## src/rtl/core/tmr_pkg.sv

```systemverilog
`timescale 1ns / 1ps

package tmr_pkg;

   localparam int DEF_MAX_STEPS  = 10;
   localparam int DEF_TAPE_CELLS = 23;

   localparam int CNT_W = 4;
   localparam logic [CNT_W-1:0] COUNT_MAX = '1;

   localparam int RULE_W     = 4;
   localparam int RULE_HALT  = 3;
   localparam int RULE_WRITE = 2;
   localparam int RULE_RIGHT = 1;
   localparam int RULE_NEXT  = 0;

   typedef enum logic [1:0] {
      FLAG_NONE = 2'd0,
      FLAG_TIE  = 2'd1,
      FLAG_NEW  = 2'd2
   } flag_type;

   typedef struct packed {
      logic [RULE_W-1:0] rule_a_on_zero;
      logic [RULE_W-1:0] rule_a_on_one;
      logic [RULE_W-1:0] rule_b_on_zero;
      logic [RULE_W-1:0] rule_b_on_one;
   } req_type;

   typedef struct packed {
      logic             halted;
      logic [CNT_W-1:0] step_count;
      logic [CNT_W-1:0] ones_count;
      logic [1:0]       steps_record_flag;
      logic [1:0]       ones_record_flag;
      logic [CNT_W-1:0] best_step_count;
      logic [CNT_W-1:0] best_ones_count;
   } rsp_type;

   typedef struct packed {
      logic clear;
      logic shift;
      logic move_right;
   } tape_ctrl_type;

endpackage

```

## src/rtl/core/tmr_cell.sv

```systemverilog
`timescale 1ns / 1ps

module tmr_cell (
   input  logic                  clock,
   input  logic                  reset,
   input  tmr_pkg::tape_ctrl_type ctrl,
   input  logic                  from_left,
   input  logic                  from_right,
   output logic                  bit_out
);
   import tmr_pkg::*;

   logic bit_ff;
   logic bit_in;

   assign bit_out = bit_ff;

   always_comb begin
      bit_in = bit_ff;
      if (ctrl.clear) begin
         bit_in = 1'b0;
      end else if (ctrl.shift) begin
         bit_in = ctrl.move_right ? from_right : from_left;
      end
   end

   always_ff @(posedge clock) begin
      if (reset) begin
         bit_ff <= 1'b0;
      end else begin
         bit_ff <= bit_in;
      end
   end

endmodule

```

## src/rtl/core/tmr_tape.sv

```systemverilog
`timescale 1ns / 1ps

module tmr_tape #(
   parameter int TAPE_CELLS = tmr_pkg::DEF_TAPE_CELLS
) (
   input  logic                   clock,
   input  logic                   reset,
   input  tmr_pkg::tape_ctrl_type ctrl,
   input  logic                   wr_bit,
   output logic                   head_bit
);
   import tmr_pkg::*;

   localparam int HEAD = TAPE_CELLS / 2;

   logic [TAPE_CELLS-1:0] cell_q;
   logic [TAPE_CELLS-1:0] cell_out;

   // head cell hands the written bit to its neighbor as the tape moves
   always_comb begin
      cell_out = cell_q;
      if (ctrl.shift) begin
         cell_out[HEAD] = wr_bit;
      end
   end

   // ring of cells, head fixed at the middle, tape rotates under it
   for (genvar i = 0; i < TAPE_CELLS; i++) begin : g_cell
      localparam int LEFT  = (i + TAPE_CELLS - 1) % TAPE_CELLS;
      localparam int RIGHT = (i + 1) % TAPE_CELLS;
      tmr_cell u_cell (
         .clock      (clock),
         .reset      (reset),
         .ctrl       (ctrl),
         .from_left  (cell_out[LEFT]),
         .from_right (cell_out[RIGHT]),
         .bit_out    (cell_q[i])
      );
   end

   assign head_bit = cell_q[HEAD];

endmodule

```

## src/rtl/core/turing_machine_run_engine.sv

```systemverilog
`timescale 1ns / 1ps

// Runs one two-state, two-symbol machine program per request word on a
// circular tape of TAPE_CELLS one-bit cells that rotates under a fixed head,
// one transition per cycle. A run stays in the run loop until it halts or
// stops at the step limit; then the response word is delivered and the tape
// cleared together, and the engine goes idle to take the next word, so no
// word is taken while a run is in progress. The ones count is kept as the
// head writes, so no pass over the tape is needed. The response sits in an
// output register; a run that ends while it is still held waits there.
module turing_machine_run_engine #(
   parameter int MAX_STEPS  = tmr_pkg::DEF_MAX_STEPS,
   parameter int TAPE_CELLS = tmr_pkg::DEF_TAPE_CELLS
) (
   input  logic             clock,
   input  logic             reset,
   input  logic             req_valid,
   output logic             req_stall,
   input  tmr_pkg::req_type req_data,
   output logic             rsp_valid,
   input  logic             rsp_stall,
   output tmr_pkg::rsp_type rsp_data
);
   import tmr_pkg::*;

   localparam int SW = $clog2(MAX_STEPS + 3);
   localparam int OW = $clog2(TAPE_CELLS + 1);

   typedef enum logic [2:0] {
      ST_IDLE = 3'b001,
      ST_RUN  = 3'b010,
      ST_DONE = 3'b100
   } state_type;

   state_type        state_ff, state_in;
   req_type          rules_ff, rules_in;
   logic             mstate_ff, mstate_in;
   logic [SW-1:0]    steps_ff, steps_in;
   logic [OW-1:0]    ones_ff, ones_in;
   logic             halted_ff, halted_in;
   logic [CNT_W-1:0] rec_steps_ff, rec_steps_in;
   logic [CNT_W-1:0] rec_ones_ff, rec_ones_in;
   logic             rsp_valid_ff, rsp_valid_in;
   rsp_type          rsp_ff, rsp_in;

   tape_ctrl_type    tape_ctrl;
   logic             head_bit;
   logic [RULE_W-1:0] rule;
   logic             out_free;
   logic             step_go;
   logic [CNT_W-1:0] steps_sat, ones_sat;
   flag_type         sflag, oflag;

   tmr_tape #(
      .TAPE_CELLS (TAPE_CELLS)
   ) u_tape (
      .clock    (clock),
      .reset    (reset),
      .ctrl     (tape_ctrl),
      .wr_bit   (rule[RULE_WRITE]),
      .head_bit (head_bit)
   );

   assign req_stall = (state_ff != ST_IDLE);
   assign rsp_valid = rsp_valid_ff;
   assign rsp_data  = rsp_ff;
   assign out_free  = !rsp_valid_ff || !rsp_stall;

   always_comb begin
      case ({mstate_ff, head_bit})
         2'b00:   rule = rules_ff.rule_a_on_zero;
         2'b01:   rule = rules_ff.rule_a_on_one;
         2'b10:   rule = rules_ff.rule_b_on_zero;
         2'b11:   rule = rules_ff.rule_b_on_one;
         default: rule = rules_ff.rule_a_on_zero;
      endcase
   end

   assign step_go = (state_ff == ST_RUN) && !rule[RULE_HALT]
                    && !(steps_ff > SW'(MAX_STEPS));

   always_comb begin
      tape_ctrl.clear      = (state_ff == ST_DONE) && out_free;
      tape_ctrl.shift      = step_go;
      tape_ctrl.move_right = rule[RULE_RIGHT];
   end

   assign steps_sat = (32'(steps_ff) > 32'(COUNT_MAX)) ? COUNT_MAX : CNT_W'(steps_ff);
   assign ones_sat  = (32'(ones_ff) > 32'(COUNT_MAX)) ? COUNT_MAX : CNT_W'(ones_ff);

   always_comb begin
      sflag = FLAG_NONE;
      oflag = FLAG_NONE;
      if (halted_ff) begin
         if (steps_sat > rec_steps_ff) begin
            sflag = FLAG_NEW;
         end else if (steps_sat == rec_steps_ff) begin
            sflag = FLAG_TIE;
         end
         if (ones_sat > rec_ones_ff) begin
            oflag = FLAG_NEW;
         end else if (ones_sat == rec_ones_ff) begin
            oflag = FLAG_TIE;
         end
      end
   end

   always_comb begin
      state_in     = state_ff;
      rules_in     = rules_ff;
      mstate_in    = mstate_ff;
      steps_in     = steps_ff;
      ones_in      = ones_ff;
      halted_in    = halted_ff;
      rec_steps_in = rec_steps_ff;
      rec_ones_in  = rec_ones_ff;
      rsp_valid_in = rsp_valid_ff;
      rsp_in       = rsp_ff;

      if (rsp_valid_ff && !rsp_stall) begin
         rsp_valid_in = 1'b0;
      end

      case (state_ff)
         ST_IDLE: begin
            if (req_valid) begin
               rules_in  = req_data;
               mstate_in = 1'b0;
               steps_in  = '0;
               ones_in   = '0;
               halted_in = 1'b0;
               state_in  = ST_RUN;
            end
         end
         ST_RUN: begin
            if (rule[RULE_HALT]) begin
               steps_in  = steps_ff + SW'(1);
               halted_in = 1'b1;
               state_in  = ST_DONE;
            end else if (steps_ff > SW'(MAX_STEPS)) begin
               state_in = ST_DONE;
            end else begin
               steps_in  = steps_ff + SW'(1);
               mstate_in = rule[RULE_NEXT];
               ones_in   = ones_ff + OW'(rule[RULE_WRITE]) - OW'(head_bit);
            end
         end
         ST_DONE: begin
            if (out_free) begin
               if (sflag == FLAG_NEW) begin
                  rec_steps_in = steps_sat;
               end
               if (oflag == FLAG_NEW) begin
                  rec_ones_in = ones_sat;
               end
               rsp_in.halted            = halted_ff;
               rsp_in.step_count        = steps_sat;
               rsp_in.ones_count        = halted_ff ? ones_sat : '0;
               rsp_in.steps_record_flag = sflag;
               rsp_in.ones_record_flag  = oflag;
               rsp_in.best_step_count   = (sflag == FLAG_NEW) ? steps_sat : rec_steps_ff;
               rsp_in.best_ones_count   = (oflag == FLAG_NEW) ? ones_sat : rec_ones_ff;
               rsp_valid_in             = 1'b1;
               state_in                 = ST_IDLE;
            end
         end
         default: begin
            state_in = ST_IDLE;
         end
      endcase
   end

   always_ff @(posedge clock) begin
      if (reset) begin
         state_ff     <= ST_IDLE;
         mstate_ff    <= 1'b0;
         steps_ff     <= '0;
         ones_ff      <= '0;
         halted_ff    <= 1'b0;
         rec_steps_ff <= '0;
         rec_ones_ff  <= '0;
         rsp_valid_ff <= 1'b0;
      end else begin
         state_ff     <= state_in;
         mstate_ff    <= mstate_in;
         steps_ff     <= steps_in;
         ones_ff      <= ones_in;
         halted_ff    <= halted_in;
         rec_steps_ff <= rec_steps_in;
         rec_ones_ff  <= rec_ones_in;
         rsp_valid_ff <= rsp_valid_in;
      end
   end

   always_ff @(posedge clock) begin
      rules_ff <= rules_in;
      rsp_ff   <= rsp_in;
   end

endmodule

```

## config.mk

```make
export PLATFORM = sky130hd
export DESIGN_NAME = turing_machine_run_engine
export DESIGN_NICKNAME = d
export VERILOG_FILES = /design/src/rtl/core/tmr_pkg.sv /design/src/rtl/core/tmr_cell.sv /design/src/rtl/core/tmr_tape.sv /design/src/rtl/core/turing_machine_run_engine.sv
export SDC_FILE = /design/constraint.sdc
export NUM_CORES = 1
export LEC_CHECK = 0
export BUFFER_PORTS_ARGS = -buffer_cell sky130_fd_sc_hd__buf_2
export CELL_PAD_IN_SITES_DETAIL_PLACEMENT = 0
export CELL_PAD_IN_SITES_GLOBAL_PLACEMENT = 1
export CORE_MARGIN = 1.5
export CORE_UTILIZATION = 51
export CTS_BUF_LIST = sky130_fd_sc_hd__clkbuf_8
export CTS_CLUSTER_DIAMETER = 150
export DETAILED_ROUTE_END_ITERATION = 8
export PLACE_DENSITY_LB_ADDON = 0.1
export SYNTH_ARGS = -nofsm -noshare
export SYNTH_HDL_FRONTEND = slang
export SYNTH_SLANG_ARGS = --single-unit
```

## constraint.sdc

```tcl
create_clock -name clock -period 4.24 [get_ports clock]
set_input_delay 1.06 -clock clock [delete_from_list [all_inputs] [get_ports clock]]
set_output_delay 1.06 -clock clock [all_outputs]
set_load 0.005 [all_outputs]
```

* Word level (Yosys, flattened, before mapping)
Index checks and enable logic that the tools add are counted.
** Operators by class
- Add/subtract/negate cells :: 3
- Reduce and logical (&&, ||, !) cells :: 18
- Eq/ne operators :: 18
- Multiplexer cells :: 55
- $lt $le $gt $ge :: 4
** Operators by type and width (count)
- $mux 1 :: 32
- $mux 4 :: 6
- $pmux 4 s4 :: 1
- $mux 5 :: 3
- $mux 3 :: 4
- $ne 2x2->1 const B :: 5
- $pmux 5 s2 :: 1
- $pmux 3 s3 :: 1
- $reduce_and 3->1 :: 3
- $eq 2x2->1 const B :: 4
- $eq 4x4->1 :: 2
- $gt 4x4->1 :: 2
- $mux 2 :: 4
- $pmux 4 s2 :: 1
- $add 5x1->5 :: 1
- $gt 5x4->1 const B :: 1
- $sub 5x1->5 :: 1
- $add 4x1->4 const B :: 1
- $gt 4x4->1 const B :: 1
- $logic_and 1x1->1 :: 4
- $logic_not 1->1 :: 4
- $pmux 1 s2 :: 2
- $reduce_and 2->1 :: 2
- $reduce_and 4->1 :: 1
- other kinds (11) :: 11
** Word-level totals
- Input bits :: 20
- Word-level logic and storage cells :: 140
- Output and inout port bits :: 23
- Bits in registers :: 83

* Longest topological paths before layout
- Word-level depth :: 8
- Depth in mapped cells :: 11
- Mapped depth without buffers :: 11

* By module
Synthesis repeated with hierarchy kept, for this count alone.
** Second synthesis, totals
- Cell total of the unflattened synthesis :: 326
- Area, all modules :: 3858.7 um^2
** Modules (own cells, without submodules)
- turing_machine_run_engine :: times used 1, area an instance 2721.4 um^2, cells each 233, sequential area each 1571.5 um^2
- tmr_cell :: times used 23, area an instance 48.8 um^2, cells each 4, sequential area each 20.0 um^2
- tmr_tape :: times used 1, area an instance 15.0 um^2, cells each 1, sequential area each 0.0 um^2

* Worst setup path after synthesis
OpenSTA, ideal clock, no wires.
- Kind :: reg2reg
- Start :: register u_tape.g_cell[11].u_cell.bit_ff
- End :: register ones_ff[4]
- Data arrival time :: 2.616 ns
- Cell stages (with the launch flop) :: 12
- Path slack :: 1.554 ns
- Period minus slack after synthesis :: 2.686 ns
- Data required time :: 4.170 ns
- Path through :: dfxtp_1 -> mux4_1 -> inv_1 -> ha_1 -> inv_1 -> ha_1 -> fa_1 -> a21o_1 -> a21oi_1 -> xor2_1 -> or3_1 -> a21oi_1
** Between the ends
- Cells in the longest elaborated chain, start to end :: 7
- Elaborated cells between the ends (all ways) :: 12
- Classes of those cells :: add/sub: 2; eq/ne: 4; mux: 4; reduce/logical: 2
** RTL lines
- from (decl) :: line tmr_cell.sv:13 : logic bit_ff;
- from (signal assigned) :: line tmr_cell.sv:31 : bit_ff <= bit_in;
- $eq 2x2->1, or another cell as far along :: line turing_machine_run_engine.sv:70 : case ({mstate_ff, head_bit})
- $pmux 4 s4 :: line turing_machine_run_engine.sv:70
- $add 5x1->5 :: line turing_machine_run_engine.sv:145 : ones_in = ones_ff + OW'(rule[RULE_WRITE]) - OW'(head_bit);
- $sub 5x1->5 :: line turing_machine_run_engine.sv:145
- $mux 5 :: line turing_machine_run_engine.sv:140 : end else if (steps_ff > SW'(MAX_STEPS)) begin
- $mux 5 :: line turing_machine_run_engine.sv:136 : if (rule[RULE_HALT]) begin
- $pmux 5 s2 :: line turing_machine_run_engine.sv:124 : case (state_ff)
- to (signal assigned) :: line turing_machine_run_engine.sv:187 : ones_ff <= ones_in;
- to (decl) :: line turing_machine_run_engine.sv:39 : logic [OW-1:0] ones_ff, ones_in;
Parallel ways exist; a longest one is shown, timed or not. The select of a mux whose other input is x is not followed.
A chain may end at the register's enable or synchronous reset.

* Worst setup path after layout
- Start :: register ones_ff[4]
- End :: register rec_ones_ff[3]
** Between the ends
- Cells in the longest elaborated chain, start to end :: 8
- Elaborated cells between the ends (all ways) :: 9
- Classes of those cells :: order compare: 2; eq/ne: 2; mux: 5
** RTL lines
- $gt 5x4->1 (*) :: line turing_machine_run_engine.sv:89 : assign ones_sat = (32'(ones_ff) > 32'(COUNT_MAX)) ? COUNT_MAX : CNT_W'(ones_ff);
- $mux 4 (*) :: line turing_machine_run_engine.sv:89
- via ones_sat[3] :: line turing_machine_run_engine.sv:51 : logic [CNT_W-1:0] steps_sat, ones_sat;
- parallel branches: the longest is 5 deep, another holds $gt 4x4->1
- $mux 4 (*) :: line turing_machine_run_engine.sv:153 : if (oflag == FLAG_NEW) begin
- to (signal assigned) :: line turing_machine_run_engine.sv:190 : rec_ones_ff <= rec_ones_in;
- to (decl) :: line turing_machine_run_engine.sv:42 : logic [CNT_W-1:0] rec_ones_ff, rec_ones_in;
Mark *: on every way through the listed nets, which the timed path passes.

==> results.txt <==
Status: complete, no violations
RSZ-0062 raised after global routing: no
CTS buffer count: 9
Area share of the largest cell type after synthesis: 30.2%
Main area contributors after synthesis: edfxtp_1, dfxtp_1, mux2i_1, ha_1, a21oi_1
Post-route cell area: 4200 um2
Clock Tree Buf Depth: 2
Worst-Margin Slew: 0.798 ns
CP Class: register to register
Vias per cell: 5.19
Placed Area: 3970 um2
Final Hold Vio Count: 0
Top-level I/O count: 43
GRT Util Overall: 17.7%
Seq/Total Area, Yosys: 55.3%
Htree depth: 3
Setup repair bufs after CTS: 0
Fmax: 316 MHz
DPL Wire Length: 4270 um
Synth Register Bits: 83
DR pass1 iterations: 4
Clk_lat worst skew: 0.35 ns
CTS tree: yes
Port bufs: 42
Die W: 87.9 um
Slew margin rel.: 46.1%
Final worst path period share: 74.7%
Initial drt markers: 134
Cell area after synthesis: 3670 um2
# diodes: 0
Synth async-reset ratio: 0%
IR Drop Worst-Case VDD: 0.245 mV
Overall power: 0.00158 W
TNS Setup: 0 ns
Vias in the first global route: 2,300
Synth Flop Type: dfxtp_1
Via count: 2,475
Average size of a mapped cell: 11.0 um2
Avg WL per Cell: 13.0 um
Die area: 7720 um2
Area delta synth->final: 14.4%
PostCTS Resize Cnt: 0
WP data arrival: 3.42 ns
CP max FO: 9
Most instantiated cells after synthesis: dfxtp_1, a21oi_1, edfxtp_1
Static leakage: 1.62 nW
Ys Warns: 0
DRC errors left: 0
Fin Hold WS: 0.502 ns
Syn nets: 373
Max-cap violations: 0
Core Area: 6870 um2
Layout cells sized above 1: 16.0%
GPL Wtd Cong: 0.820
Final WL: 6220 um
Power Density: 377 nW/um2
Total Nets Final: 415
FP Rows: 30
Die Height: 87.9 um
CTS root buf: clkbuf_8
Clk sinks: 83
Largest net degree at the start of global routing: 49
Post-synth EDFFs: 37
Initial Util: 53.5%
Fin crit period: 3.17 ns
CP endpoint kind: register
Worst EP required: 4.50 ns
Post-synth cell types: 40
Initial antenna violation count: 0
Final Slew Violations: 0
Clock slew at the register clock pins of the worst setup and hold paths: 0.08 ns
Worst clock skew: 0.00649 ns
Final setup fails: 0
Post-route ant nets: 0
Hold crit path type: register to register
Top cell type by total area after synthesis: edfxtp_1
Startpoint types: register
Mapped Cells: 334
CTS Hold Buffers Added: 0
Grt ovf: 0
Most numerous cell in the Yosys netlist: dfxtp_1
First-pass GRT wire length: 10,500 um
layout make-up:
class | count | area [um2]
Clock buffer | 9 | 124
Clock inverter | 7 | 106
Fill cell | 576 | 2670
Inverter | 19 | 71.3
Multi-Input combinational cell | 218 | 1520
Sequential cell | 83 | 2030
Tap cell | 96 | 120
Timing Repair Buffer | 45 | 233
metrics by stage:
step                      utilization [%]  worst slack [ns]  cells
after CTS                            61.2              1.11    477
final                                61.2              1.07    477
after floorplan                         -              1.55    334
after global placement               57.8              1.26    461
after global routing                 61.2             0.665    477
after detailed placement             57.8              1.13    461
cells by family (layout without fill, tap and decap cells):
family	Yosys count	count (layout)	share of synthesized area (%)
buf+inv	33	80	3.54
xor+xnor	3	3	0.715
compound gates	91	91	13.9
simple gates	73	73	9.47
fa+ha+maj	19	19	6.68
mux	32	32	10.4
flops	83	83	55.3
registers in the layout, indices dropped and copies added (netlist names):
name,flops
rec_ones_ff,4
rsp_data,21
steps_ff,4
state_ff,3
rules_ff,16
rsp_valid,1
u_tape.g_cell.u_cell.bit_out,23
ones_ff,5
mstate_ff,1
halted_ff,1
rec_steps_ff,4
critical path, cell delays in order, from the launching register on:
cell      delay, ns
dfxtp_1        0.40
inv_1          0.06
ha_1           0.17
a41oi_1        0.68
nand2_1        0.17
ha_1           0.35
and4b_1        0.20
a211oi_1       0.06
nor3_1         0.65
nor2_1         0.08
a311oi_1       0.27
layout by cell type, fill, tap and decap left out, drive strengths merged, types with 2 or more instances in the layout:
master / count
buf: 45
mux4: 4
a211oi: 2
a22oi: 2
nor3: 4
a21oi: 42
nand3: 3
nor2: 21
ha: 18
inv: 19
a21o: 3
dfxtp: 46
bufinv: 3
o211ai: 2
nand2: 25
edfxtp: 37
nor2b: 4
o21ai: 30
a311oi: 3
clkbuf: 9
xor2: 2
clkinv: 4
nand4: 4
mux2i: 27
or3: 6
metal layers:
layer | up-vias | GRT usage (%) | share of wire, %
met2 | 43 | 29.1 | 46
met3 | 4 | 3.58 | 3.7
met4 | 0 | 7.79 | 0.58
met1 | 1115 | 22.7 | 50
met5 | - | 0 | 0
li1 | 1313 | - | -
power breakdown:
group          switching (W)  internal (W)  total [W]
Combinational      0.0000411     0.0000297  0.0000708
Sequential        0.00000884      0.000851   0.000860
Clock               0.000269      0.000384   0.000654
path summary, 6_finish.rpt:
| check | depth (start not counted) | slack (ns) | start | to |
|---|---|---|---|---|
| worst min register to register | 2 | 0.50 | rec_steps_ff[1] | rec_steps_ff[1] |
| worst max register to register | 10 | 1.07 | ones_ff[4] | rec_ones_ff[3] |
| worst max-delay path | 10 | 1.07 | ones_ff[4] | rec_ones_ff[3] |
| worst min-delay path | 2 | 0.50 | rec_steps_ff[1] | rec_steps_ff[1] |
(Power assumes the default switching activity.)
